$ cat src/rtl/lru_set_assoc_tag_directory_core_defines.svh
// ----------------------------------------------------------------------------
// lru set-associative tag directory: assertion macros
// concurrent assertion wrappers shared by the directory rtl
// ----------------------------------------------------------------------------
`ifndef LRU_SET_ASSOC_TAG_DIRECTORY_CORE_DEFINES_SVH
`define LRU_SET_ASSOC_TAG_DIRECTORY_CORE_DEFINES_SVH

`ifndef ASSERT_OFF
// clocked assertion, off while reset is high
`define LSAD_ASSERT(lbl, clk, rst, prop) \
   lbl: assert property (@(posedge clk) disable iff (rst) (prop)) \
      else $error("lsad assertion failed");
// clocked assertion that also holds during reset
`define LSAD_ASSERT_ALWAYS(lbl, clk, prop) \
   lbl: assert property (@(posedge clk) (prop)) \
      else $error("lsad assertion failed");
`else
`define LSAD_ASSERT(lbl, clk, rst, prop)
`define LSAD_ASSERT_ALWAYS(lbl, clk, prop)
`endif

`endif

$ cat src/rtl/lsad_pkg.sv
// ----------------------------------------------------------------------------
// lsad_pkg
// shared types and constants of the lru set-associative tag directory
// ----------------------------------------------------------------------------
`default_nettype none

package lsad_pkg;

   localparam int ADDR_W     = 32;
   localparam int TAG_W      = 32;
   localparam int RSP_DATA_W = 40;

   // register index as decoded from paddr[2]
   localparam logic CSR_IDX_OFFSET = 1'b0;
   localparam logic CSR_IDX_SET    = 1'b1;

   localparam logic [3:0] OFFSET_BITS_RST = 4'd5;
   localparam logic [2:0] SET_BITS_RST    = 3'd6;

   typedef struct packed {
      logic [3:0] offset_bits;
      logic [2:0] set_bits;
   } cfg_type;

   typedef struct packed {
      logic             hit;
      logic             evicted;
      logic [TAG_W-1:0] evicted_tag;
   } result_type;

   function automatic int floor_log2(input int n);
      int r;
      r = 0;
      for (int i = 1; i < 31; i++) begin
         if ((n >> i) != 0) begin
            r = i;
         end
      end
      return r;
   endfunction

endpackage

`default_nettype wire

$ cat src/rtl/lsad_lookup.sv
// ----------------------------------------------------------------------------
// lsad_lookup
// parallel tag compare over the ways of one set and lru rank update
// ----------------------------------------------------------------------------
`default_nettype none

module lsad_lookup #(
   parameter int WAYS = 4,
   parameter int RW   = 2
) (
   input  wire logic [31:0]                  lookup_tag,
   input  wire logic [WAYS-1:0][31:0]        tag_row,
   input  wire logic [WAYS-1:0]              valid_row,
   input  wire logic [WAYS-1:0][RW-1:0]      rank_row,
   output lsad_pkg::result_type              result,
   output logic                              tag_we,
   output logic      [RW-1:0]                way,
   output logic      [WAYS-1:0]              valid_new,
   output logic      [WAYS-1:0][RW-1:0]      rank_new
);
   import lsad_pkg::*;

   localparam logic [RW-1:0] RANK_MAX = RW'(WAYS - 1);

   logic            hit;
   logic            has_free;
   logic [RW-1:0]   hit_way;
   logic [RW-1:0]   free_way;
   logic [RW-1:0]   victim;
   logic [RW-1:0]   hit_rank;
   logic [WAYS-1:0] valid_eff;

   // lowest matching, lowest free, and the way holding the oldest rank
   always_comb begin
      hit      = 1'b0;
      hit_way  = '0;
      has_free = 1'b0;
      free_way = '0;
      victim   = '0;
      for (int i = WAYS - 1; i >= 0; i--) begin
         if (valid_row[i] && (tag_row[i] == lookup_tag)) begin
            hit     = 1'b1;
            hit_way = RW'(i);
         end
         if (!valid_row[i]) begin
            has_free = 1'b1;
            free_way = RW'(i);
         end
         if (rank_row[i] == RANK_MAX) begin
            victim = RW'(i);
         end
      end
   end

   assign hit_rank = rank_row[hit_way];

   always_comb begin
      valid_new          = valid_row;
      rank_new           = rank_row;
      valid_eff          = valid_row;
      result.hit         = hit;
      result.evicted     = 1'b0;
      result.evicted_tag = '0;
      tag_we             = !hit;
      way                = hit ? hit_way : (has_free ? free_way : victim);
      if (hit) begin
         for (int i = 0; i < WAYS; i++) begin
            if (valid_row[i] && (rank_row[i] < hit_rank)) begin
               rank_new[i] = rank_row[i] + RW'(1);
            end
         end
         rank_new[hit_way] = '0;
      end else begin
         if (!has_free) begin
            result.evicted     = 1'b1;
            result.evicted_tag = tag_row[victim];
            valid_eff[victim]  = 1'b0;
         end
         for (int i = 0; i < WAYS; i++) begin
            if (valid_eff[i] && (rank_row[i] < RANK_MAX)) begin
               rank_new[i] = rank_row[i] + RW'(1);
            end
         end
         valid_new      = valid_eff;
         valid_new[way] = 1'b1;
         rank_new[way]  = '0;
      end
   end

endmodule

`default_nettype wire

$ cat config.mk
export PLATFORM = sky130hd
export DESIGN_NAME = lsad_lookup
export DESIGN_NICKNAME = d
export VERILOG_FILES = /design/src/rtl/lru_set_assoc_tag_directory_core_defines.svh /design/src/rtl/lsad_pkg.sv /design/src/rtl/lsad_lookup.sv
export SDC_FILE = /design/constraint.sdc
export NUM_CORES = 1
export LEC_CHECK = 0
export ABC_AREA = 1
export BUFFER_PORTS_ARGS = -buffer_cell sky130_fd_sc_hd__buf_4
export CORE_ASPECT_RATIO = 0.9
export CORE_MARGIN = 5
export CORE_UTILIZATION = 45
export DETAILED_ROUTE_END_ITERATION = 10
export PLACE_DENSITY = 0.78
export SKIP_LAST_GASP = 1
export SLEW_MARGIN = 30
export SYNTH_ARGS = -nofsm -noshare
export SYNTH_HDL_FRONTEND = slang
export SYNTH_SLANG_ARGS = --single-unit
$ cat constraint.sdc
create_clock -name vclk -period 2
set_input_delay 0.2 -clock vclk [all_inputs]
set_output_delay 0.2 -clock vclk [all_outputs]
set_load 0.05 [all_outputs]
==> results of run 1 <==
-- stage by stage --
step / hold slack (ns) / std cells / cell area (um2) / setup slack, ns / setup TNS (ns)
floorplan: 0.604 / 1018 / 5090 / -0.699 / -12.47
global placement: 0.814 / 1583 / 8640 / -0.656 / -22.32
detailed placement: 0.820 / 1583 / 8640 / -0.681 / -22.57
-- cell families after synthesis --
| group | Yosys count |
|---|---|
| fa+ha+maj | 4 |
| buf+inv | 203 |
| xor+xnor | 34 |
| simple gates | 676 |
| compound gates | 101 |
-- Yosys cell counts (13+ instances only) --
master | number | area share
nand3_1 | 57 | 0.060
nor2_1 | 125 | 0.099
o22ai_1 | 24 | 0.032
o21ai_0 | 19 | 0.020
a221oi_1 | 25 | 0.046
clkbuf_1 | 13 | 0.010
xnor2_1 | 29 | 0.053
nand2_2 | 13 | 0.017
nand2_1 | 385 | 0.30
inv_1 | 151 | 0.12
inv_2 | 30 | 0.024
nand4_1 | 40 | 0.053
==> load_flow_metrics.sql, run 1 <==
INSERT INTO impl_metrics (metric_group, metric, value, unit) VALUES
('placement', 'routabilityCongestion', '1.14', ''),
('status', 'tool.error', '[ERROR DPL-0033] detailed placement checks failed during check placement.', ''),
('synthesis', 'yosys_synthesis_warning_count', '0', ''),
('status', 'outcome', 'aborted with a tool error', ''),
('synthesis', 'synth_mux_area_frac', '0', ''),
('synthesis', 'synthXorXnorAreaFrac', '0.0627', ''),
('floorplan', 'initial_core_util', '0.462', ''),
('floorplan', 'dieHeight', '107', 'um'),
('synthesis', 'synth_seq_area_share', '0', ''),
('synthesis', 'yosys.cell_types.count', '40', ''),
('synthesis', 'synth-adder-area-share', '0.0105', ''),
('placement', 'hpwlAfterDp', '25.3', 'mm'),
('clock_tree', 'cts_setup_buffers', '20', ''),
('floorplan', 'fp.dieW', '118', 'um'),
('synthesis', 'synth_cells', '1018', ''),
('synthesis', 'netlist_area', '4750', 'um2'),
('placement', 'numPortBuffers', '221', ''),
('synthesis', 'synth-compound-area-share', '0.144', ''),
('status', 'stop_stage', '4_1_cts', ''),
('floorplan', 'top_level_ports', '221', ''),
('floorplan', 'rows', '35', ''),
('synthesis', 'synthesis.nets', '1194', ''),
('synthesis', 'yosys.area_share.simple', '0.620', ''),
('clock_tree', 'cts.repair.resized', '311', ''),
('synthesis', 'synth_area_per_cell', '4.67', 'um2'),
('clock_tree', 'cts-hold-fix-buffers', '0', ''),
('synthesis', 'synth_top_family_by_area', 'simple AND/OR/NAND/NOR gates', '');
==> run 2: changes to the inputs <==
Settings changed: CORE_ASPECT_RATIO 0.9 to unset, CORE_UTILIZATION 45 to 40, PLACE_DENSITY 0.78 to unset, PLACE_DENSITY_LB_ADDON set to 0.15.
Clock period 2 ns to 2.6 ns, I/O delays scaled along.
==> load_flow_metrics.sql, run 2 <==
INSERT INTO impl_metrics (metric_group, metric, value, unit) VALUES
('status', 'outcome', 'complete, but fails checks', ''),
('status', 'failed_checks', 'negative setup slack', ''),
('detailed_routing', 'remaining_drcs', '0', ''),
('floorplan', 'fp.dieW', '119', 'um'),
('synthesis', 'synth.top_cells.by_count', 'nand2_1 (385), inv_1 (151), nor2_1 (125)', ''),
('hold_path', 'worst_hold_path_type', 'in2out', ''),
('synthesis', 'netlist_area', '4750', 'um2'),
('power_and_ir_drop', 'power.switching', '918', 'uW'),
('synthesis', 'yosys.cell_types.count', '40', ''),
('job', 'timing.max_cap.violations', '0', ''),
('worst_setup_path', 'sort_of_element_at_the_start_of_the_critical_path', 'primary input', ''),
('final_layout', 'layout_commonest_cell', 'nand2_1', ''),
('power_and_ir_drop', 'fin_total_pwr', '1.55', 'mW'),
('final_layout', 'final_cell_area_excluding_filler_cells', '7870', 'um2'),
('power_and_ir_drop', 'ir_drop', '0.127', 'mV'),
('sta', 'worstMarginPinSlew', '0.519', 'ns'),
('final_layout', 'fin_cells', '1451', ''),
('clock_tree', 'cts-hold-fix-buffers', '0', ''),
('power_and_ir_drop', 'cell_internal_pwr', '629', 'uW'),
('grt', 'grt_start_max_net_pins', '21', ''),
('sta', 'setup-violations-final', '10', ''),
('grt', 'number_of_antenna_violations_at_the_first_check_in_global_routing', '0', ''),
('synthesis', 'synthDominantCellAreaShare', '0.304', ''),
('synthesis', 'yosys_synthesis_warning_count', '0', ''),
('detailed_routing', 'average_via_count_per_standard_cell', '5.65', ''),
('grt', 'grt_first_pass_wirelength', '40.2', 'mm'),
('placement', 'pre_cts_worst_setup_slack', '-0.524', 'ns'),
('worst_setup_path', 'crit_path_cell_trace', 'buf_4, nand2_2, nand2_2, nor2_4, nand2_1, nor2_2, nand3_2, nor2_4, inv_2, nand4_1, nand2_2, nor2_4, nand2_4, nand2_2, nand2_2, nand3b_1, nand3_2, nand2_2, buf_8', ''),
('floorplan', 'floorplan_core_area', '11500', 'um2'),
('placement', 'numPortBuffers', '221', ''),
('synthesis', 'yosys.area.top_type', 'nand2_1', ''),
('final_layout', 'layout_clock_buffer_count', '0', ''),
('sta', 'fin_crit_sh', '1.04', ''),
('floorplan', 'top_level_ports', '221', ''),
('detailed_routing', 'drt_pass1_iterations', '6', ''),
('power_and_ir_drop', 'swShare', '0.594', ''),
('final_layout', 'final_cell_mix', 'nand2_1 (325), buf_4 (285), inv_1 (147), nor2_1 (95), nand2_2 (61)', ''),
('sta', 'finalHoldViolations', '0', ''),
('placement', 'numPlacedInstances', '1436', ''),
('synthesis', 'synth_area_per_cell', '4.67', 'um2'),
('worst_setup_path', 'timing_worst_setup_path_type', 'in2out', ''),
('detailed_routing', 'avgRoutedWirePerCell', '19.2', 'um'),
('synthesis', 'synthesis.nets', '1194', ''),
('synthesis', 'synth_seq_area_share', '0', ''),
('sta', 'finalSetupTns', '-0.597', 'ns'),
('grt', 'grt_overflow', '0', ''),
('final_layout', 'sequential_cells', '0', ''),
('detailed_routing', 'initialDrtViolationCount', '987', ''),
('grt', 'via_count_of_the_first_global_routing_pass', '7569', ''),
('placement', 'routabilityCongestion', '1.07', ''),
('floorplan', 'die_area', '14200', 'um2'),
('worst_setup_path', 'worst-path-buf-inv', '3', ''),
('sta', 'max_clock_freq', '370', 'MHz'),
('power_and_ir_drop', 'power.share.clock', '0', ''),
('sta', 'finalCriticalPeriod', '2.70', 'ns'),
('worst_setup_path', 'critical_path_peak_fanout', '5', ''),
('detailed_routing', 'routed_wl', '27.9', 'mm'),
('power_and_ir_drop', 'seqPwrFrac', '0', ''),
('sta', 'slew-limit-headroom', '0.649', ''),
('power_and_ir_drop', 'power_per_cell_area', '196', 'nW/um2'),
('final_layout', 'final_net_count', '1486', ''),
('synthesis', 'synth.most_common_cell', 'nand2_1', ''),
('placement', 'placement.cell_area', '7120', 'um2'),
('worst_setup_path', 'worstPathArrival', '2.44', 'ns'),
('floorplan', 'dieHeight', '119', 'um'),
('floorplan', 'rows', '39', ''),
('power_and_ir_drop', 'leakagePower', '4.44', 'nW'),
('worst_setup_path', 'critical_path.top_delay_family', 'simple AND/OR/NAND/NOR gates', ''),
('worst_setup_path', 'critPathMaxStageDelay', '0.19', 'ns'),
('placement', 'hpwlAfterDp', '24.0', 'mm'),
('final_layout', 'area_growth_syn_to_fin', '65.7', '%'),
('synthesis', 'synth_cells', '1018', ''),
('worst_setup_path', 'critical_path_required', '2.34', 'ns'),
('floorplan', 'initial_core_util', '0.413', ''),
('sta', 'grt_setup_unrepaired', 'yes', ''),
('worst_setup_path', 'timing.critical_path.slowest_stage_cell', 'nor2_4', ''),
('sta', 'postLayoutSetupSlackWorst', '-0.105', 'ns'),
('worst_setup_path', 'critical_path.endpoint_type', 'output pin', ''),
('worst_setup_path', 'cp_common_cell', 'nand2_2', ''),
('final_layout', 'final_layout_size_suffix_gt1_frac', '0.379', ''),
('detailed_routing', 'antenna_left', '0', ''),
('grt', 'grt_usage', '0.356', ''),
('final_layout', 'regArea', '0', 'um2'),
('detailed_routing', 'route.vias.total', '8197', ''),
('final_layout', 'diodes', '0', ''),
('sta', 'maxSlewViolCount', '0', ''),
('power_and_ir_drop', 'comb_power_share', '1.000', ''),
('synthesis', 'yosys-top-cells-area', 'nand2_1 (30%), inv_1 (12%), nor2_1 (9.9%)', '');
-- run 2: logic make-up (layout without fill, tap and decap cells) --
group | Yosys count | after routing | synth area share
xor gates and xnor gates | 34 | 34 | 0.0627
and+or+nand+nor | 676 | 676 | 0.620
buffers and inverters | 203 | 493 | 0.163
AOI/OAI and AO/OA | 101 | 101 | 0.144
adders and majority gates | 4 | 4 | 0.0105
-- run 2: metal layers --
metal,GRT usage,share of wire,vias to the layer above
met3,0.0488,0.10,68
met5,0,0,-
met1,0.466,0.39,3742
met2,0.623,0.47,546
met4,0.0717,0.028,0
li1,-,-,3841
-- run 2: layout make-up --
type	instances	area [um2]
fill	1127	3640
tap	143	179
inverter	183	697
timing repair buffer	310	2460
multi-input combinational	815	4530
-- run 2: final timing paths --
kind | to | from | cells past startpoint
max | rank_new[1] | lookup_tag[29] | 19
min | result[22] | tag_row[54] | 4
-- run 2: power by group through the flow --
stage          Clock [mW]  Combinational, mW  Sequential (mW)
2_1_floorplan           0              0.707                0
3_3_place_gp            0               1.37                0
3_5_place_dp            0               1.37                0
4_1_cts                 0               1.42                0
5_1_grt                 0               1.64                0
6_report                0               1.55                0
-- run 2: stage by stage --
stage / utilization / hold slack [ns]
final: 0.684 / 0.935
after floorplan: - / 0.753
after CTS: 0.639 / 0.936
after global routing: 0.684 / 0.944
after global placement: 0.618 / 0.930
after detailed placement: 0.618 / 0.933
-- run 2: what timing repair did --
action	4_1_cts	5_1_grt
endpoints found under the setup margin	48	16
resized for setup	50	132
buffers inserted	3	12
pin swaps	24	70
Note: power is estimated with default switching activity, not from simulation.
