<file path="src/rtl/lru_set_assoc_tag_directory_core_defines.svh">
// ----------------------------------------------------------------------------
// lru set-associative tag directory: assertion macros
// concurrent assertion wrappers shared by the directory rtl
// ----------------------------------------------------------------------------
`ifndef LRU_SET_ASSOC_TAG_DIRECTORY_CORE_DEFINES_SVH
`define LRU_SET_ASSOC_TAG_DIRECTORY_CORE_DEFINES_SVH

`ifndef ASSERT_OFF
// clocked assertion, off while reset is high
`define LSAD_ASSERT(lbl, clk, rst, prop) \
   lbl: assert property (@(posedge clk) disable iff (rst) (prop)) \
      else $error("lsad assertion failed");
// clocked assertion that also holds during reset
`define LSAD_ASSERT_ALWAYS(lbl, clk, prop) \
   lbl: assert property (@(posedge clk) (prop)) \
      else $error("lsad assertion failed");
`else
`define LSAD_ASSERT(lbl, clk, rst, prop)
`define LSAD_ASSERT_ALWAYS(lbl, clk, prop)
`endif

`endif

</file>
<file path="src/rtl/lsad_pkg.sv">
// ----------------------------------------------------------------------------
// lsad_pkg
// shared types and constants of the lru set-associative tag directory
// ----------------------------------------------------------------------------
`default_nettype none

package lsad_pkg;

   localparam int ADDR_W     = 32;
   localparam int TAG_W      = 32;
   localparam int RSP_DATA_W = 40;

   // register index as decoded from paddr[2]
   localparam logic CSR_IDX_OFFSET = 1'b0;
   localparam logic CSR_IDX_SET    = 1'b1;

   localparam logic [3:0] OFFSET_BITS_RST = 4'd5;
   localparam logic [2:0] SET_BITS_RST    = 3'd6;

   typedef struct packed {
      logic [3:0] offset_bits;
      logic [2:0] set_bits;
   } cfg_type;

   typedef struct packed {
      logic             hit;
      logic             evicted;
      logic [TAG_W-1:0] evicted_tag;
   } result_type;

   function automatic int floor_log2(input int n);
      int r;
      r = 0;
      for (int i = 1; i < 31; i++) begin
         if ((n >> i) != 0) begin
            r = i;
         end
      end
      return r;
   endfunction

endpackage

`default_nettype wire

</file>
<file path="src/rtl/lsad_csr.sv">
// ----------------------------------------------------------------------------
// lsad_csr
// apb register file holding the line offset and set index widths
// ----------------------------------------------------------------------------
`default_nettype none

module lsad_csr (
   input  wire logic            clock,
   input  wire logic            reset,
   input  wire logic            csr_psel,
   input  wire logic            csr_penable,
   input  wire logic            csr_pwrite,
   input  wire logic [2:0]      csr_paddr,
   input  wire logic [31:0]     csr_pwdata,
   output logic      [31:0]     csr_prdata,
   output logic                 csr_pready,
   output lsad_pkg::cfg_type    cfg
);
   import lsad_pkg::*;

   logic [3:0] offset_bits_ff, offset_bits_in;
   logic [2:0] set_bits_ff, set_bits_in;
   logic       wr_en;

   assign csr_pready = 1'b1;
   assign wr_en      = csr_psel & csr_penable & csr_pwrite & csr_pready;

   always_comb begin
      offset_bits_in = offset_bits_ff;
      set_bits_in    = set_bits_ff;
      if (wr_en) begin
         unique case (csr_paddr[2])
            CSR_IDX_OFFSET: offset_bits_in = csr_pwdata[3:0];
            CSR_IDX_SET:    set_bits_in    = csr_pwdata[2:0];
            default:        offset_bits_in = offset_bits_ff;
         endcase
      end
   end

   always_ff @(posedge clock) begin
      if (reset) begin
         offset_bits_ff <= OFFSET_BITS_RST;
         set_bits_ff    <= SET_BITS_RST;
      end else begin
         offset_bits_ff <= offset_bits_in;
         set_bits_ff    <= set_bits_in;
      end
   end

   always_comb begin
      unique case (csr_paddr[2])
         CSR_IDX_OFFSET: csr_prdata = {28'd0, offset_bits_ff};
         CSR_IDX_SET:    csr_prdata = {29'd0, set_bits_ff};
         default:        csr_prdata = 32'd0;
      endcase
   end

   assign cfg.offset_bits = offset_bits_ff;
   assign cfg.set_bits    = set_bits_ff;

endmodule

`default_nettype wire

</file>
<file path="config.mk">
export PLATFORM = sky130hd
export DESIGN_NAME = lsad_csr
export DESIGN_NICKNAME = d
export VERILOG_FILES = /design/src/rtl/lru_set_assoc_tag_directory_core_defines.svh /design/src/rtl/lsad_pkg.sv /design/src/rtl/lsad_csr.sv
export SDC_FILE = /design/constraint.sdc
export NUM_CORES = 1
export LEC_CHECK = 0
export BUFFER_PORTS_ARGS = -buffer_cell sky130_fd_sc_hd__buf_2
export CAP_MARGIN = 0
export CORE_MARGIN = 5
export CORE_UTILIZATION = 32
export DETAILED_ROUTE_END_ITERATION = 12
export GPL_TIMING_DRIVEN = 0
export PLACE_DENSITY = 0.94
export SLEW_MARGIN = 20
export SYNTH_ARGS = -nofsm -noshare
export SYNTH_HDL_FRONTEND = slang
export SYNTH_SLANG_ARGS = --single-unit
</file>
<file path="constraint.sdc">
create_clock -name clock -period 1.1 [get_ports clock]
set_clock_uncertainty 0.15 [all_clocks]
set_input_delay 0 -clock clock [delete_from_list [all_inputs] [get_ports clock]]
set_output_delay 0 -clock clock [all_outputs]
set_load 0.02 [all_outputs]
</file>
==> flow_summary_export.csv, run 1 <==
group,metric,value,unit
global_routing,grt_max_degree,11,
status,violations,"setup timing",
setup_path,worstSetupEndpointType,"primary output",
sta,finalSetupViolCount,3,
finish,drive_above_1_share,53.5,%
finish,instances_no_fill,152,
routing,dr.pass1.iters,3,
place,dp_hpwl,1.09,mm
synthesis,syn_inst,66,
pwr,power.switching,0.000250,W
routing,totalWireLength,1.44,mm
synthesis,synth_area_per_cell,8.59,sq um
finish,nNetsFinal,168,
clocking,cts_buffers,3,
die,pin_count,80,
setup_path,crit_path_max_fanout,3,
sta,whs,28.1,ps
setup_path,r2r-start,"set_bits_ff[2]",
finish,syn_to_final_growth,67.1,%
pwr,cellPowerDensity,826,mW/mm^2
routing,drc,0,
synthesis,ys_ff_latch,7,
die,die_h,52.1,um
routing,viasPerCell,3.45,
setup_path,start_kind,"register",
setup_path,cp.arrival,960,ps
clocking,path_clk_slew,50,ps
die,die_w,52.1,um
die,std_cell_rows,15,
pwr,p_int,0.000533,W
synthesis,yosysSeqAreaShare,24.7,%
sta,hold_viol,0,
finish,postLayoutCoreUtil,55.5,%
place,io_buffers,20,
place,placed_cells,138,
finish,multi_input_area,309,sq um
setup_path,worst_ep_required_time,950,ps
sta,drv_slew,0,
synthesis,synth.distinct_cells,12,
routing,drt-wirelength-per-cell,9.44,um
pwr,power_frac_clock,29.4,%
global_routing,grtUsageTotal,10.5,%
die,initial_core_util,33.2,%
pwr,power_frac_comb,36.9,%
finish,diodes,0,
synthesis,yosysWarnings,0,
status,status,"finished with violations",
setup_path,startpoint,"set_bits_ff[1]",
die,die_area,0.00271,sq mm
pwr,power.total,0.000782,W
place,gp_congestion,0.591,
hold_path,hp-class,"input pin to register",
sta,finalCriticalPeriod,1110,ps
pwr,power_leakage,0.548,nW
global_routing,grt_pass1_wl,2.05,mm
synthesis,netlist_area,567,sq um
clocking,clk_latency,250,ps
clocking,cts_tree,"yes",
pwr,peakVddDrop,463,uV
finish,area.sequential,148,sq um
clocking,cts_buffer_depth,2,
sta,final.period_utilization,101,%
finish,fill_cells,160,
clocking,ctsRootBufferMaster,"clkbuf_4",
global_routing,antenna_found_initial,0,
sta,fmax,897,MHz
global_routing,grt-ovfl-total,0,
setup_path,critical_path_class,"register to primary output",
routing,drtIter0Drc,1,
clocking,cts_num_sinks,7,
routing,ant_nets,0,
job,drv_cap,0,
global_routing,grt_pass1_vias,492,
routing,route.vias.total,524,
hold_path,worstHoldStart,"csr_pwrite",
sta,timing.final.ws_setup,-14.3,ps
pwr,pwr-share-seq,33.7,%
die,coreArea,0.00171,sq mm
sta,rsz0062_at_grt,"yes",
clocking,htreeDepth,1,
pwr,sw_frac_of_total,31.9,%
==> final cells by class <==
class / instances / area share, %
multi-input cells: 55 / 32.6
flip-flops and latches: 7 / 15.6
well taps: 25 / 3.30
repair buffers: 30 / 21.8
plain buffers: 31 / 23.9
clock buffers: 4 / 2.77
==> power by group through the flow <==
| stage | sequential, W | combinational, W | clock [W] |
|---|---|---|---|
| CTS | 0.000264 | 0.000280 | 0.000232 |
| global route | 0.000264 | 0.000310 | 0.000248 |
| finish | 0.000264 | 0.000288 | 0.000230 |
| floorplan | 0.000275 | 0.000206 | 0 |
| global placement | 0.000268 | 0.000248 | 0 |
| detailed placement | 0.000269 | 0.000251 | 0 |
==> cell usage in the layout, fill, tap and decap left out <==
master	count
buf_4	34
clkbuf_4	3
mux2_2	1
mux2i_1	7
nand4_1	1
conb_1	29
dfxtp_2	6
buf_6	3
and2b_2	1
and4b_1	1
dlygate4sd3_1	5
buf_2	17
dfxtp_1	1
clkbuf_2	1
clkbuf_1	2
nor2_1	7
mux2_4	2
nand2b_1	6
==> per-stage QoR <==
step	area (sq um)	worst slack (ps)	setup TNS, ps
finish	947	-14.3	-34.2
global route	947	-41.2	-92.0
CTS	938	-15.1	-33.9
detailed placement	800	107	0
global placement	800	129	0
floorplan	668	251	0
==> kinds of logic after synthesis <==
| group | share of synthesized area (%) |
|---|---|
| AND/OR/NAND/NOR | 15.7 |
| multiplexers | 18.3 |
| flip-flops | 24.7 |
| buffers and inverters | 40.0 |
| other | 1.32 |
==> what timing repair did <==
item / CTS / global route
endpoints found under the hold margin: 7 / 0
setup endpoints to repair: 3 / 3
hold buffers: 5 / 0
resized for setup: 11 / 3
gates cloned: 0 / 0
setup buffers: 5 / 0
==> path summary, 6_finish.rpt <==
kind	endpoint	slack, ps	cells past startpoint
worst min-delay path	set_bits_ff[1]	30	3
worst max register to register	set_bits_ff[2]	200	3
worst max-delay path	csr_prdata[1]	-10	2
worst min register to register	offset_bits_ff[3]	350	2
==> flip-flops by register name, indices dropped and copies added (netlist names) <==
name	cells
offset_bits_ff	4
set_bits_ff	3
==> routing by layer <==
| layer | global-route usage (%) | wire length (um) |
|---|---|---|
| met1 | 8.93 | 425 |
| met2 | 21.1 | 798 |
| met3 | 3.44 | 165 |
| met4 | 5.24 | 46 |
| met5 | 0 | 0 |
==> cell usage after synthesis <==
| cell type | n | area share, % |
|---|---|---|
| and2b_2 | 1 | 1.5 |
| and4b_1 | 1 | 1.8 |
| buf_4 | 29 | 38 |
| clkbuf_1 | 1 | 0.66 |
| clkbuf_2 | 1 | 0.88 |
| conb_1 | 2 | 1.3 |
| dfxtp_1 | 7 | 25 |
| mux2_2 | 3 | 6.0 |
| mux2i_1 | 7 | 12 |
| nand2b_1 | 6 | 6.6 |
| nand4_1 | 1 | 1.1 |
| nor2_1 | 7 | 4.6 |
==> worst max-delay path, cell delays in order, from the launching register on <==
cell and delay [ps]:
dfxtp_2 320, mux2_2 260, buf_6 130
Note: power is estimated with default switching activity, not from simulation.
==> inputs of run 2 (changes only) <==
CORE_UTILIZATION = 27   (was 32)
PLACE_DENSITY = 0.86   (was 0.94)
clock period = 1 ns   (was 1.1 ns; I/O delays follow)
==> run 2 against run 1 <==
Effect of this change: the flow still finishes with violations (setup timing); via count is 0.95% higher; power grew 12%; non-clock buffer count is 2 higher; worst hold slack lost 6.0 ps; sequential share of layout area decreased by 1.1 points; wire length up 0.42%; register-to-register slack lost 90 ps; sequential cell count is the same; clock power is 10% higher; critical path type unchanged; critical endpoint unchanged.
==> flow_summary_export.csv, run 2 (synthesis gave the netlist of run 1 again) <==
group,metric,value,unit
routing,ant_nets,0,
global_routing,grtUsageTotal,8.33,%
routing,wl_met2,807,um
setup_path,critical_path_class,"register to primary output",
finish,nNetsFinal,170,
finish,final_cell_mix,"buf_4, conb_1, buf_6",
die,die_area,0.00312,sq mm
finish,syn_to_final_growth,80.8,%
finish,top_register,"offset_bits_ff",
routing,drt-wirelength-per-cell,9.24,um
job,drv_cap,0,
routing,drc,0,
place,gp_congestion,0.678,
sta,finalSetupTns,-377,ps
routing,route.vias.total,529,
clocking,cts_buffers,3,
place,placed_area,802,sq um
routing,dr.pass1.iters,4,
routing,viasPerCell,3.39,
finish,final_common_cell,"buf_4",
pwr,power_leakage,0.579,nW
finish,largest_reg_flops,4,
setup_path,start_kind,"register",
sta,drv_slew,0,
status,violations,"setup timing",
global_routing,antenna_found_initial,0,
clocking,ctsRootBufferMaster,"clkbuf_4",
setup_path,cp.arrival,970,ps
global_routing,grt-ovfl-total,0,
routing,routed.top_layer,"met3",
die,initial_core_util,28.6,%
sta,finalCriticalPeriod,1120,ps
sta,timing.final.ws_setup,-118,ps
setup_path,ff2ff_setup_slack,110,ps
sta,fmax,895,MHz
sta,whs,22.1,ps
die,coreArea,0.00198,sq mm
clocking,path_clk_slew,60,ps
clocking,clk_latency,250,ps
finish,top_regs,"offset_bits_ff (4), set_bits_ff (3)",
pwr,cellPowerDensity,854,mW/mm^2
pwr,power.total,0.000875,W
routing,m1WireLength,438,um
finish,drive_above_1_share,55.8,%
die,std_cell_rows,16,
clocking,cts_tree,"yes",
global_routing,grt_max_degree,11,
clocking,cts_num_sinks,7,
status,status,"finished with violations",
place,io_buffers,20,
die,pin_count,80,
routing,drtIter0Drc,2,
routing,totalWireLength,1.44,mm
global_routing,grt_pass1_vias,475,
clocking,cts_buffer_depth,2,
die,die_w,55.8,um
setup_path,crit_path_max_fanout,2,
finish,post-route-cell-area,0.00102,sq mm
sta,final.period_utilization,112,%
sta,finalSetupViolCount,4,
setup_path,worst_ep_required_time,850,ps
sta,rsz0062_at_grt,"yes",
sta,hold_viol,0,
global_routing,grt_pass1_wl,2.08,mm
finish,diodes,0,
hold_path,hp-class,"input pin to register",
clocking,htreeDepth,1,
die,die_h,55.8,um
pwr,peakVddDrop,407,uV
routing,routed-wl-met3,195,um
setup_path,worstSetupEndpointType,"primary output",
run 2: cell types whose count changed in the layout (fill, tap and decap cells not counted), sizes merged:
cell	before	now
buf	54	56
clkbuf	6	5
clkinv	0	1
run 2: worst paths after layout:
kind	cells past startpoint	startpoint	end
setup / recovery	2	offset_bits_ff[1]	csr_prdata[1]
hold / removal	3	csr_penable	set_bits_ff[2]
setup reg to reg	3	offset_bits_ff[2]	offset_bits_ff[2]
hold reg to reg	3	offset_bits_ff[3]	offset_bits_ff[3]
run 2: power breakdown:
part | total, W | internal, W | leakage (nW) | switching, W
logic | 0.000332 | 0.000159 | 0.504 | 0.000173
registers | 0.000290 | 0.000286 | 0.0564 | 0.00000329
clock network | 0.000253 | 0.000146 | 0.0177 | 0.000107
run 2: routing by layer:
layer | up-vias | global-route usage [%]
li1 | 279 | -
met1 | 220 | 6.59
met2 | 30 | 17.2
met3 | 0 | 5.10
met4 | 0 | 1.02
met5 | - | 0
run 2: critical path: stages (launching register included):
cell and delay [ps]:
dfxtp_2 320, mux2_4 270, buf_6 130
run 2: what timing repair did:
action | in CTS | in global routing
resized for setup | 16 | 18
setup buffers | 7 | 0
endpoints found under the hold margin | 7 | 0
endpoints found under the setup margin | 4 | 11
hold buffers | 5 | 0
pin swaps | 0 | 0
cloned | 0 | 0
run 2: layout make-up:
cell class,count,area [sq um]
plain buffers,31,226
clock buffers,3,22.5
clock inverters,1,5.00
fillers,190,957
multi-input cells,55,309
flip-flops and latches,7,149
well taps,27,33.8
repair buffers,32,279
run 2: through the flow:
| stage | worst slack, ps | std cells | util, % |
|---|---|---|---|
| 2_1_floorplan | 151 | 93 | - |
| 3_3_place_gp | 23.5 | 140 | 40.5 |
| 3_5_place_dp | -13.8 | 140 | 40.5 |
| 4_1_cts | -118 | 156 | 48.9 |
| 5_1_grt | -158 | 156 | 51.7 |
| 6_report | -118 | 156 | 51.7 |
