$ cat src/rtl/lru_set_assoc_tag_directory_core_defines.svh
// ----------------------------------------------------------------------------
// lru set-associative tag directory: assertion macros
// concurrent assertion wrappers shared by the directory rtl
// ----------------------------------------------------------------------------
`ifndef LRU_SET_ASSOC_TAG_DIRECTORY_CORE_DEFINES_SVH
`define LRU_SET_ASSOC_TAG_DIRECTORY_CORE_DEFINES_SVH

`ifndef ASSERT_OFF
// clocked assertion, off while reset is high
`define LSAD_ASSERT(lbl, clk, rst, prop) \
   lbl: assert property (@(posedge clk) disable iff (rst) (prop)) \
      else $error("lsad assertion failed");
// clocked assertion that also holds during reset
`define LSAD_ASSERT_ALWAYS(lbl, clk, prop) \
   lbl: assert property (@(posedge clk) (prop)) \
      else $error("lsad assertion failed");
`else
`define LSAD_ASSERT(lbl, clk, rst, prop)
`define LSAD_ASSERT_ALWAYS(lbl, clk, prop)
`endif

`endif

$ cat src/rtl/lsad_pkg.sv
// ----------------------------------------------------------------------------
// lsad_pkg
// shared types and constants of the lru set-associative tag directory
// ----------------------------------------------------------------------------
`default_nettype none

package lsad_pkg;

   localparam int ADDR_W     = 32;
   localparam int TAG_W      = 32;
   localparam int RSP_DATA_W = 40;

   // register index as decoded from paddr[2]
   localparam logic CSR_IDX_OFFSET = 1'b0;
   localparam logic CSR_IDX_SET    = 1'b1;

   localparam logic [3:0] OFFSET_BITS_RST = 4'd5;
   localparam logic [2:0] SET_BITS_RST    = 3'd6;

   typedef struct packed {
      logic [3:0] offset_bits;
      logic [2:0] set_bits;
   } cfg_type;

   typedef struct packed {
      logic             hit;
      logic             evicted;
      logic [TAG_W-1:0] evicted_tag;
   } result_type;

   function automatic int floor_log2(input int n);
      int r;
      r = 0;
      for (int i = 1; i < 31; i++) begin
         if ((n >> i) != 0) begin
            r = i;
         end
      end
      return r;
   endfunction

endpackage

`default_nettype wire

$ cat src/rtl/lsad_out.sv
// ----------------------------------------------------------------------------
// lsad_out
// response register of the directory, packs hit, eviction flag and tag
// ----------------------------------------------------------------------------
`default_nettype none

module lsad_out (
   input  wire logic                               clock,
   input  wire logic                               reset,
   input  wire logic                               load,
   input  wire lsad_pkg::result_type               result,
   output logic                                    out_ready,
   output logic                                    rsp_tvalid,
   input  wire logic                               rsp_tready,
   // [0] hit, [1] evicted, [33:2] evicted_tag, [39:34] zero
   output logic [lsad_pkg::RSP_DATA_W-1:0]         rsp_tdata
);
   import lsad_pkg::*;

   logic       valid_ff, valid_in;
   result_type data_ff;

   assign out_ready = !valid_ff || rsp_tready;
   assign valid_in  = load || (valid_ff && !rsp_tready);

   always_ff @(posedge clock) begin
      if (reset) begin
         valid_ff <= 1'b0;
      end else begin
         valid_ff <= valid_in;
      end
   end

   always_ff @(posedge clock) begin
      if (load) begin
         data_ff <= result;
      end
   end

   assign rsp_tvalid = valid_ff;
   assign rsp_tdata  = {6'd0, data_ff.evicted_tag, data_ff.evicted, data_ff.hit};

endmodule

`default_nettype wire

$ cat config.mk
export PLATFORM = sky130hd
export DESIGN_NAME = lsad_out
export DESIGN_NICKNAME = d
export VERILOG_FILES = /design/src/rtl/lru_set_assoc_tag_directory_core_defines.svh /design/src/rtl/lsad_pkg.sv /design/src/rtl/lsad_out.sv
export SDC_FILE = /design/constraint.sdc
export NUM_CORES = 1
export LEC_CHECK = 0
export ABC_AREA = 1
export BUFFER_PORTS_ARGS = -buffer_cell sky130_fd_sc_hd__buf_2
export CORE_MARGIN = 1
export CORE_UTILIZATION = 42
export DETAILED_ROUTE_END_ITERATION = 12
export PLACE_DENSITY = 0.82
export SLEW_MARGIN = 15
export SYNTH_ARGS = -nofsm -noshare
export SYNTH_HDL_FRONTEND = slang
export SYNTH_SLANG_ARGS = --single-unit
$ cat constraint.sdc
create_clock -name clock -period 1 [get_ports clock]
set_input_delay 0.25 -clock clock [delete_from_list [all_inputs] [get_ports clock]]
set_output_delay 0.25 -clock clock [all_outputs]
set_load 0.03 [all_outputs]
==> results of run 1 <==
-- where the power goes --
part	internal [W]	leakage, nW	total [W]	switching (W)
logic	0.000270	0.415	0.000631	0.000361
clock network	0.000260	0.0273	0.000690	0.000430
registers	0.00174	0.341	0.00179	0.0000560
total	0.00227	0.784	0.00311	0.000848
-- final cells by class --
| class | count | share of cell area |
|---|---|---|
| flip-flops and latches | 35 | 0.579 |
| multi-input cells | 8 | 0.0209 |
| clock inverters | 2 | 0.00417 |
| well taps | 30 | 0.0209 |
| inverters | 2 | 0.00417 |
| clock buffers | 6 | 0.0229 |
| repair buffers | 76 | 0.348 |
-- per-layer routing --
layer | vias to the layer above | global-route usage | wire length, um
li1 | 325 | - | -
met1 | 316 | 0.190 | 923
met2 | 59 | 0.294 | 1260
met3 | 10 | 0.112 | 326
met4 | 0 | 0.114 | 62
met5 | - | 0 | 0
-- how the worst min path moves through the flow --
stage / start / to / slack (ns) / cells after the start
final: reset / rsp_tvalid / 0.07 / 2
after global routing: reset / rsp_tvalid / 0.03 / 2
after CTS: reset / rsp_tvalid / 0.06 / 2
after detailed placement: reset / rsp_tvalid / 0.41 / 2
after global placement: reset / rsp_tvalid / 0.41 / 2
after floorplan: reset / rsp_tvalid / 0.31 / 1
-- per-stage QoR --
step | setup TNS, ns | power (W)
floorplan | 0 | 0.00209
finish | -4.52 | 0.00311
detailed placement | 0 | 0.00229
global placement | 0 | 0.00227
global route | -6.39 | 0.00325
CTS | -4.80 | 0.00312
-- cells in the mapped netlist --
library cell	number	area [sq um]
a21oi_2	1	8.76
dfxtp_1	1	20.0
edfxtp_1	34	1020
inv_1	2	7.51
nand2_2	1	6.26
conb_1	1	3.75
buf_4	6	45.0
-- kinds of logic after synthesis --
family,count (synthesis),share of synthesized area
AOI/OAI and AO/OA,1,0.00788
and+or+nand+nor,1,0.00563
DFF,35,0.936
other,1,0.00337
buffers and inverters,8,0.0472
-- worst reg2reg max path, delay by kind of cell, from the launching register on --
| family | cells | cell delay (ns) |
|---|---|---|
| AND/OR/NAND/NOR | 1 | 0.07 |
| buffers and inverters | 1 | 0.13 |
| AO/OA/AOI/OAI | 1 | 0.10 |
| flip-flops | 1 | 0.36 |
-- flip-flops by register name, summed over array words and instances (netlist names) --
register    flops
rsp_tvalid      1
rsp_tdata      34
-- repair_timing --
item / 4_1_cts / 5_1_grt
endpoints found under the setup margin: 36 / 36
hold endpoints to repair: 0 / 0
resized for setup: 73 / 0
setup buffers: 0 / 1
pin swaps: 1 / 1
gates cloned: 0 / 0
==> flow_summary.yaml, run 1 <==
status:
  status: "complete, but fails checks"
  violations: "setup timing"
sta:
  fmax_mhz: 840
  fin_ws_ns: -0.191
  hold_viol: 0
  min_period_ns: 1.19
  fin_crit_sh: 1.19
  slew_viol_final: 0
  rsz0062_at_grt: "true"
  finalSetupViolations: 36
  hold_slack_ns: 0.0710
  finalClockSkew_ns: 0
setup_path:
  r2r-start: "rsp_tvalid"
  endpoint: "rsp_tdata[10]"
  crit_chain: "buf_6"
  max_stage_delay_ns: 0.44
  crit_required_ns: 0.75
  critPathArrivalTime_ns: 0.94
  r2r.worst_path.cells: 3
  startpoint_type: "flip-flop"
  cp_num_buf_inv: 1
  r2r_end: "rsp_tvalid"
  slowest_stage: "edfxtp_1"
  end_kind: "output port"
  critPathKind: "reg -> out"
  crit_start: "rsp_tdata[10]"
  path_depth: 1
  cpLargestDelayFamily: "flip-flops"
  cp_max_fo: 1
  r2r_setup_slack_ns: 0.28
floorplanning:
  die_h_um: 53.5
  num_rows: 18
  dieWidth_um: 53.5
  start_util: 0.445
  core_sq_um: 2500
  ios: 80
  die-area_sq_um: 2860
pwr:
  powerDensity_nw_per_um2: 1730
  max-vdd-ir-drop_uv: 1310
  p_leak_nw: 0.784
synthesis:
  avgSynthCellArea_sq_um: 24.2
  ys_seq_area_frac: 0.936
  netlist_instances: 46
  syn_area_sq_um: 1110
  yosys_warnings: 0
  yosys_register_bits: 35
  synth_cell_types: 7
clock_tree:
  clk_latency_ns: 0.32
  clk_path_buf_depth: 2
  cts_made_buffers: 5
  cts.sinks: 35
  clockRootBuffer: "clkbuf_4"
  clkSlewWorstSetupHoldPaths_ns: 0.10
  cts_tree: "done"
  cts-htree-levels: 2
  holdBufCountCts: 0
global_route:
  grt_usage: 0.188
  grt-ovfl-total: 0
  grt_max_degree: 28
  grt_pass1_wl_um: 3210
  antenna_found_initial: 0
  grt_pass1_vias: 626
placed_design:
  place_area_sq_um: 1520
  post-place-ws_ns: 0.121
  io_buffer_count: 73
  post-place-cells: 150
  gp_congestion: 0.579
routing:
  drc: 0
  avgViaCountPerCell: 4.47
  first_iter_violations: 5
  wl_um: 2570
  wl_per_cell_um: 16.2
  num_vias: 710
  final_antenna_net_count: 0
  dr.pass1.iters: 4
final_layout:
  drive_gt1_frac: 0.651
  area_delta_synth_final_pct: 61.8
  layout_commonest_cell: "buf_2"
  multi_input_area_sq_um: 37.5
  utilization: 0.720
  layout_common_cells: "37 x buf_2, 36 x buf_6, 34 x edfxtp_1"
  instances_no_fill: 159
  diodes: 0
  final_cell_area_sq_um: 1800
  finalNetCount: 166
  final-seq-area_sq_um: 1040
  fillers: 160
flow_run:
  maxCapViolations: 0
worst_hold_path:
  min_path_type: "in -> reg"
Note: power is estimated with default switching activity, not from simulation.
==> run 2, diff against run 1 <==
--- a/config.mk
+++ b/config.mk
@@ -7,10 +7,12 @@
 export LEC_CHECK = 0
 export ABC_AREA = 1
 export BUFFER_PORTS_ARGS = -buffer_cell sky130_fd_sc_hd__buf_2
+export CELL_PAD_IN_SITES_DETAIL_PLACEMENT = 0
+export CELL_PAD_IN_SITES_GLOBAL_PLACEMENT = 1
 export CORE_MARGIN = 1
-export CORE_UTILIZATION = 42
+export CORE_UTILIZATION = 33
 export DETAILED_ROUTE_END_ITERATION = 12
-export PLACE_DENSITY = 0.82
+export PLACE_DENSITY_LB_ADDON = 0.1
 export SLEW_MARGIN = 15
 export SYNTH_ARGS = -nofsm -noshare
 export SYNTH_HDL_FRONTEND = slang
==> run 2 against run 1 <==
The run still ends with setup timing left. Routed wire length down 23%. Cell count grew 6.9%. Critical path depth up 1. Power fell by 2.4%. Sequential power barely moved. Die area up 26%. Clock skew unchanged. Clock power shrank 9.0%. Clock-buffer cell count stayed put. Design area up 0.83%. Sequential share of layout area is 0.48 points lower. Critical path type unchanged. Critical endpoint is now out_ready.
==> flow_summary.yaml, run 2 (synthesis results as in run 1) <==
status:
  status: "complete, but fails checks"
  violations: "setup timing"
pwr:
  max-vdd-ir-drop_uv: 915
  p_switching_w: 0.000781
  p_leak_nw: 0.781
  clkPwrFrac: 0.207
  powerDensity_nw_per_um2: 1680
  p_int_w: 0.00226
  p_sw_frac: 0.257
  combPwrFrac: 0.205
  p_seq_frac: 0.588
  total_power_w: 0.00304
placed_design:
  post-place-cells: 164
  place_area_sq_um: 1550
  gp_congestion: 0.643
  dp_hpwl_um: 1510
  io_buffer_count: 73
final_layout:
  instances_no_fill: 170
  layout_commonest_cell: "buf_2"
  drive_gt1_frac: 0.659
  finalNetCount: 165
  layout_common_cells: "37 x buf_2, 36 x buf_6, 34 x edfxtp_1"
  final_cell_area_sq_um: 1810
  area_delta_synth_final_pct: 63.1
  diodes: 0
  largest_reg_flops: 34
global_route:
  grt-ovfl-total: 0
  grt_max_degree: 22
  grt_pass1_vias: 613
  grt_usage: 0.118
  antenna_found_initial: 0
  grt_pass1_wl_um: 2740
clock_tree:
  clk_path_buf_depth: 2
  cts-htree-levels: 2
  cts_made_buffers: 5
  cts_tree: "done"
  clockRootBuffer: "clkbuf_4"
  clkSlewWorstSetupHoldPaths_ns: 0.09
  cts_setup_buffers: 0
  cts.sinks: 35
  clk_latency_ns: 0.32
setup_path:
  critPathKind: "reg -> out"
  startpoint_type: "flip-flop"
  end_kind: "output port"
  critPathArrivalTime_ns: 0.88
  cp_max_fo: 2
  crit_required_ns: 0.75
sta:
  slew_viol_final: 0
  hold_slack_ns: 0.0721
  fin_crit_sh: 1.13
  finalSetupViolations: 36
  rsz0062_at_grt: "true"
  hold_viol: 0
  finalClockSkew_ns: 0
  min_period_ns: 1.13
  fin_ws_ns: -0.131
  fmax_mhz: 884
routing:
  wl_per_cell_um: 11.7
  final_antenna_net_count: 0
  first_iter_violations: 9
  drc: 0
  wl_um: 1990
  num_vias: 668
  dr.pass1.iters: 2
  avgViaCountPerCell: 3.93
floorplanning:
  die_h_um: 60.1
  die-area_sq_um: 3610
  ios: 80
  num_rows: 20
  start_util: 0.356
  core_sq_um: 3130
  dieWidth_um: 60.1
worst_hold_path:
  min_path_type: "in -> reg"
flow_run:
  maxCapViolations: 0
run 2: changes by cell type in the layout (fill, tap and decap cells not counted), sizes merged:
cell / delta
buf: -1
clkinv: -2
run 2: power groups by stage:
stage / clock network (W) / logic, W / registers (W)
4_1_cts: 0.000664 / 0.000628 / 0.00179
5_1_grt: 0.000744 / 0.000653 / 0.00180
6_report: 0.000628 / 0.000624 / 0.00179
3_5_place_dp: 0 / 0.000501 / 0.00179
3_3_place_gp: 0 / 0.000498 / 0.00179
2_1_floorplan: 0 / 0.0000572 / 0.00204
run 2: repair_timing:
item / 4_1_cts / 5_1_grt
hold buffers: 0 / 0
gates cloned: 0 / 0
endpoints found under the setup margin: 36 / 36
pin swaps: 1 / 0
gates resized for setup: 72 / 1
endpoints found under the hold margin: 0 / 0
run 2: critical path: stages, from the launching register on:
cell     delay (ns)
dfxtp_2        0.36
nand2_2        0.07
buf_6          0.14
run 2: per-layer routing:
metal	track usage	part of all wire
met1	0.110	0.35
met2	0.197	0.56
met3	0.0779	0.070
met4	0.0598	0.013
met5	0	0
run 2: area by class of cell:
cell class,instances,area (sq um)
flip-flops and latches,35,1040
fillers,249,1310
well taps,44,55.1
inverters,2,7.51
multi-input cells,8,37.5
clock buffers,6,41.3
repair buffers,75,631
run 2: metrics by stage:
step           TNS (ns)  setup WS, ns   util
6_report          -3.61        -0.131  0.580
5_1_grt           -5.98        -0.200  0.580
4_1_cts           -4.44        -0.150  0.579
3_5_place_dp          0         0.117  0.494
3_3_place_gp          0         0.131  0.494
2_1_floorplan         0        0.0504      -
run 2: worst paths after layout:
check / start / to / slack (ns) / cells after the start
max: rsp_tvalid / out_ready / -0.13 / 2
min: reset / rsp_tvalid / 0.07 / 2
max reg2reg: rsp_tvalid / rsp_tvalid / 0.40 / 2
min reg2reg: rsp_tvalid / rsp_tvalid / 0.50 / 2
==> run 3, diff against run 2 <==
==> constraint.sdc (replaced) <==
create_clock -name clock -period 1.4 [get_ports clock]
set_input_delay 0.35 -clock clock [delete_from_list [all_inputs] [get_ports clock]]
set_output_delay 0.35 -clock clock [all_outputs]
set_load 0.03 [all_outputs]
==> run 3 against run 2 <==
The run now ends clean. Flip-flop and latch count is the same. Routed wire length shrank 1.9%. First-iteration DRC count shrank 11%. Hold slack gained 0.11 ns. Critical path depth is the same. Critical endpoint unchanged. Largest cell class unchanged. Largest power group unchanged.
==> flow_summary.yaml, run 3 (synthesis results as in run 1) <==
status:
  status: "finished, final reports clean"
sta:
  fin_ws_ns: 0.116
  hold_viol: 0
  finalSetupViolations: 0
  rsz0062_at_grt: "false"
  fmax_mhz: 779
  hold_slack_ns: 0.179
  slew_viol_final: 0
  min_period_ns: 1.28
  fin_crit_sh: 0.917
  tns_ns: 0
  finalClockSkew_ns: 0
pwr:
  p_switching_w: 0.000566
  powerDensity_nw_per_um2: 1330
  clkPwrFrac: 0.236
  combPwrFrac: 0.165
  p_leak_nw: 0.700
  p_sw_frac: 0.270
  max-vdd-ir-drop_uv: 617
  p_int_w: 0.00153
  p_seq_frac: 0.599
placed_design:
  io_buffer_count: 73
  post-place-cells: 163
  post-place-ws_ns: 0.311
  place_area_sq_um: 1530
  gp_congestion: 0.631
final_layout:
  layout_commonest_cell: "buf_2"
  final_cell_area_sq_um: 1580
  instances_no_fill: 171
  area_delta_synth_final_pct: 41.7
  layout_common_cells: "73 x buf_2, 34 x edfxtp_1, 6 x conb_1"
  finalNetCount: 164
  diodes: 0
  largest_reg_flops: 34
  drive_gt1_frac: 0.646
clock_tree:
  clk_path_buf_depth: 2
  cts_tree: "done"
  cts.sinks: 35
  cts-htree-levels: 2
  cts_made_buffers: 5
  ctsResizeCount: 0
  clkSlewWorstSetupHoldPaths_ns: 0.10
  clockRootBuffer: "clkbuf_4"
  clk_latency_ns: 0.32
  cts_setup_buffers: 0
  holdBufCountCts: 0
setup_path:
  slowest_stage: "dfxtp_1"
  max_stage_delay_ns: 0.33
  critPathKind: "reg -> out"
  r2r.worst_path.cells: 2
  r2r-start: "rsp_tvalid"
  r2r_end: "rsp_tvalid"
  crit_start: "rsp_tvalid"
  cp_max_fo: 2
  endpoint: "out_ready"
  critPathArrivalTime_ns: 0.93
  r2r_setup_slack_ns: 0.79
  startpoint_type: "flip-flop"
  crit_chain: "nand2_2 -> buf_2"
  crit_required_ns: 1.05
  end_kind: "output port"
flow_run:
  maxCapViolations: 0
floorplanning:
  ios: 80
  die-area_sq_um: 3610
  core_sq_um: 3130
  dieWidth_um: 60.1
  die_h_um: 60.1
  num_rows: 20
  start_util: 0.356
routing:
  dr.pass1.iters: 4
  final_antenna_net_count: 0
  num_vias: 669
  wl_per_cell_um: 11.4
  first_iter_violations: 8
  wl_um: 1950
  avgViaCountPerCell: 3.91
  drc: 0
global_route:
  grt_usage: 0.108
  grt_pass1_wl_um: 2560
  grt-ovfl-total: 0
  grt_max_degree: 36
  grt_pass1_vias: 563
  antenna_found_initial: 0
worst_hold_path:
  min_path_type: "in -> reg"
==> run 3: power by group through the flow <==
stage / combinational (W) / clock [W] / sequential [W]
final: 0.000345 / 0.000495 / 0.00126
after global placement: 0.000347 / 0 / 0.00128
after global routing: 0.000366 / 0.000563 / 0.00126
after floorplan: 0.0000409 / 0 / 0.00145
after detailed placement: 0.000349 / 0 / 0.00128
after CTS: 0.000350 / 0.000523 / 0.00126
==> run 3: final cells by class <==
class                           count  area (sq um)
Fill cell                         269          1550
Sequential cell                    35          1040
Timing Repair Buffer               74           385
Tap cell                           44          55.1
Clock buffer                        7          45.0
Multi-Input combinational cell      8          37.5
Inverter                            2          7.51
Clock inverter                      1          5.00
==> run 3: layer usage <==
| layer | global-route usage | routed length, um | up-vias |
|---|---|---|---|
| met5 | 0 | 0 | - |
| met4 | 0.0598 | 37 | 0 |
| met3 | 0.0736 | 201 | 6 |
| met2 | 0.168 | 991 | 41 |
| met1 | 0.108 | 718 | 304 |
| li1 | - | - | 318 |
==> run 3: stage by stage <==
stage / utilization / power [W]
2_1_floorplan: - / 0.00150
3_3_place_gp: 0.488 / 0.00163
3_5_place_dp: 0.488 / 0.00163
4_1_cts: 0.504 / 0.00213
5_1_grt: 0.504 / 0.00219
6_report: 0.504 / 0.00210
==> run 3: how the worst min path moves through the flow <==
stage	startpoint	to	slack [ns]	depth (start not counted)
final	reset	rsp_tvalid	0.18	2
after global routing	reset	rsp_tvalid	0.16	2
after CTS	reset	rsp_tvalid	0.16	2
after detailed placement	rsp_tvalid	rsp_tvalid	0.47	2
after global placement	rsp_tvalid	rsp_tvalid	0.45	2
after floorplan	reset	rsp_tvalid	0.41	1
==> run 3: worst max-delay path: cells and delay by family (launching register included) <==
kind | cells | cell delay (ns)
simple gates | 1 | 0.08
buf+inv | 1 | 0.20
flops | 1 | 0.33
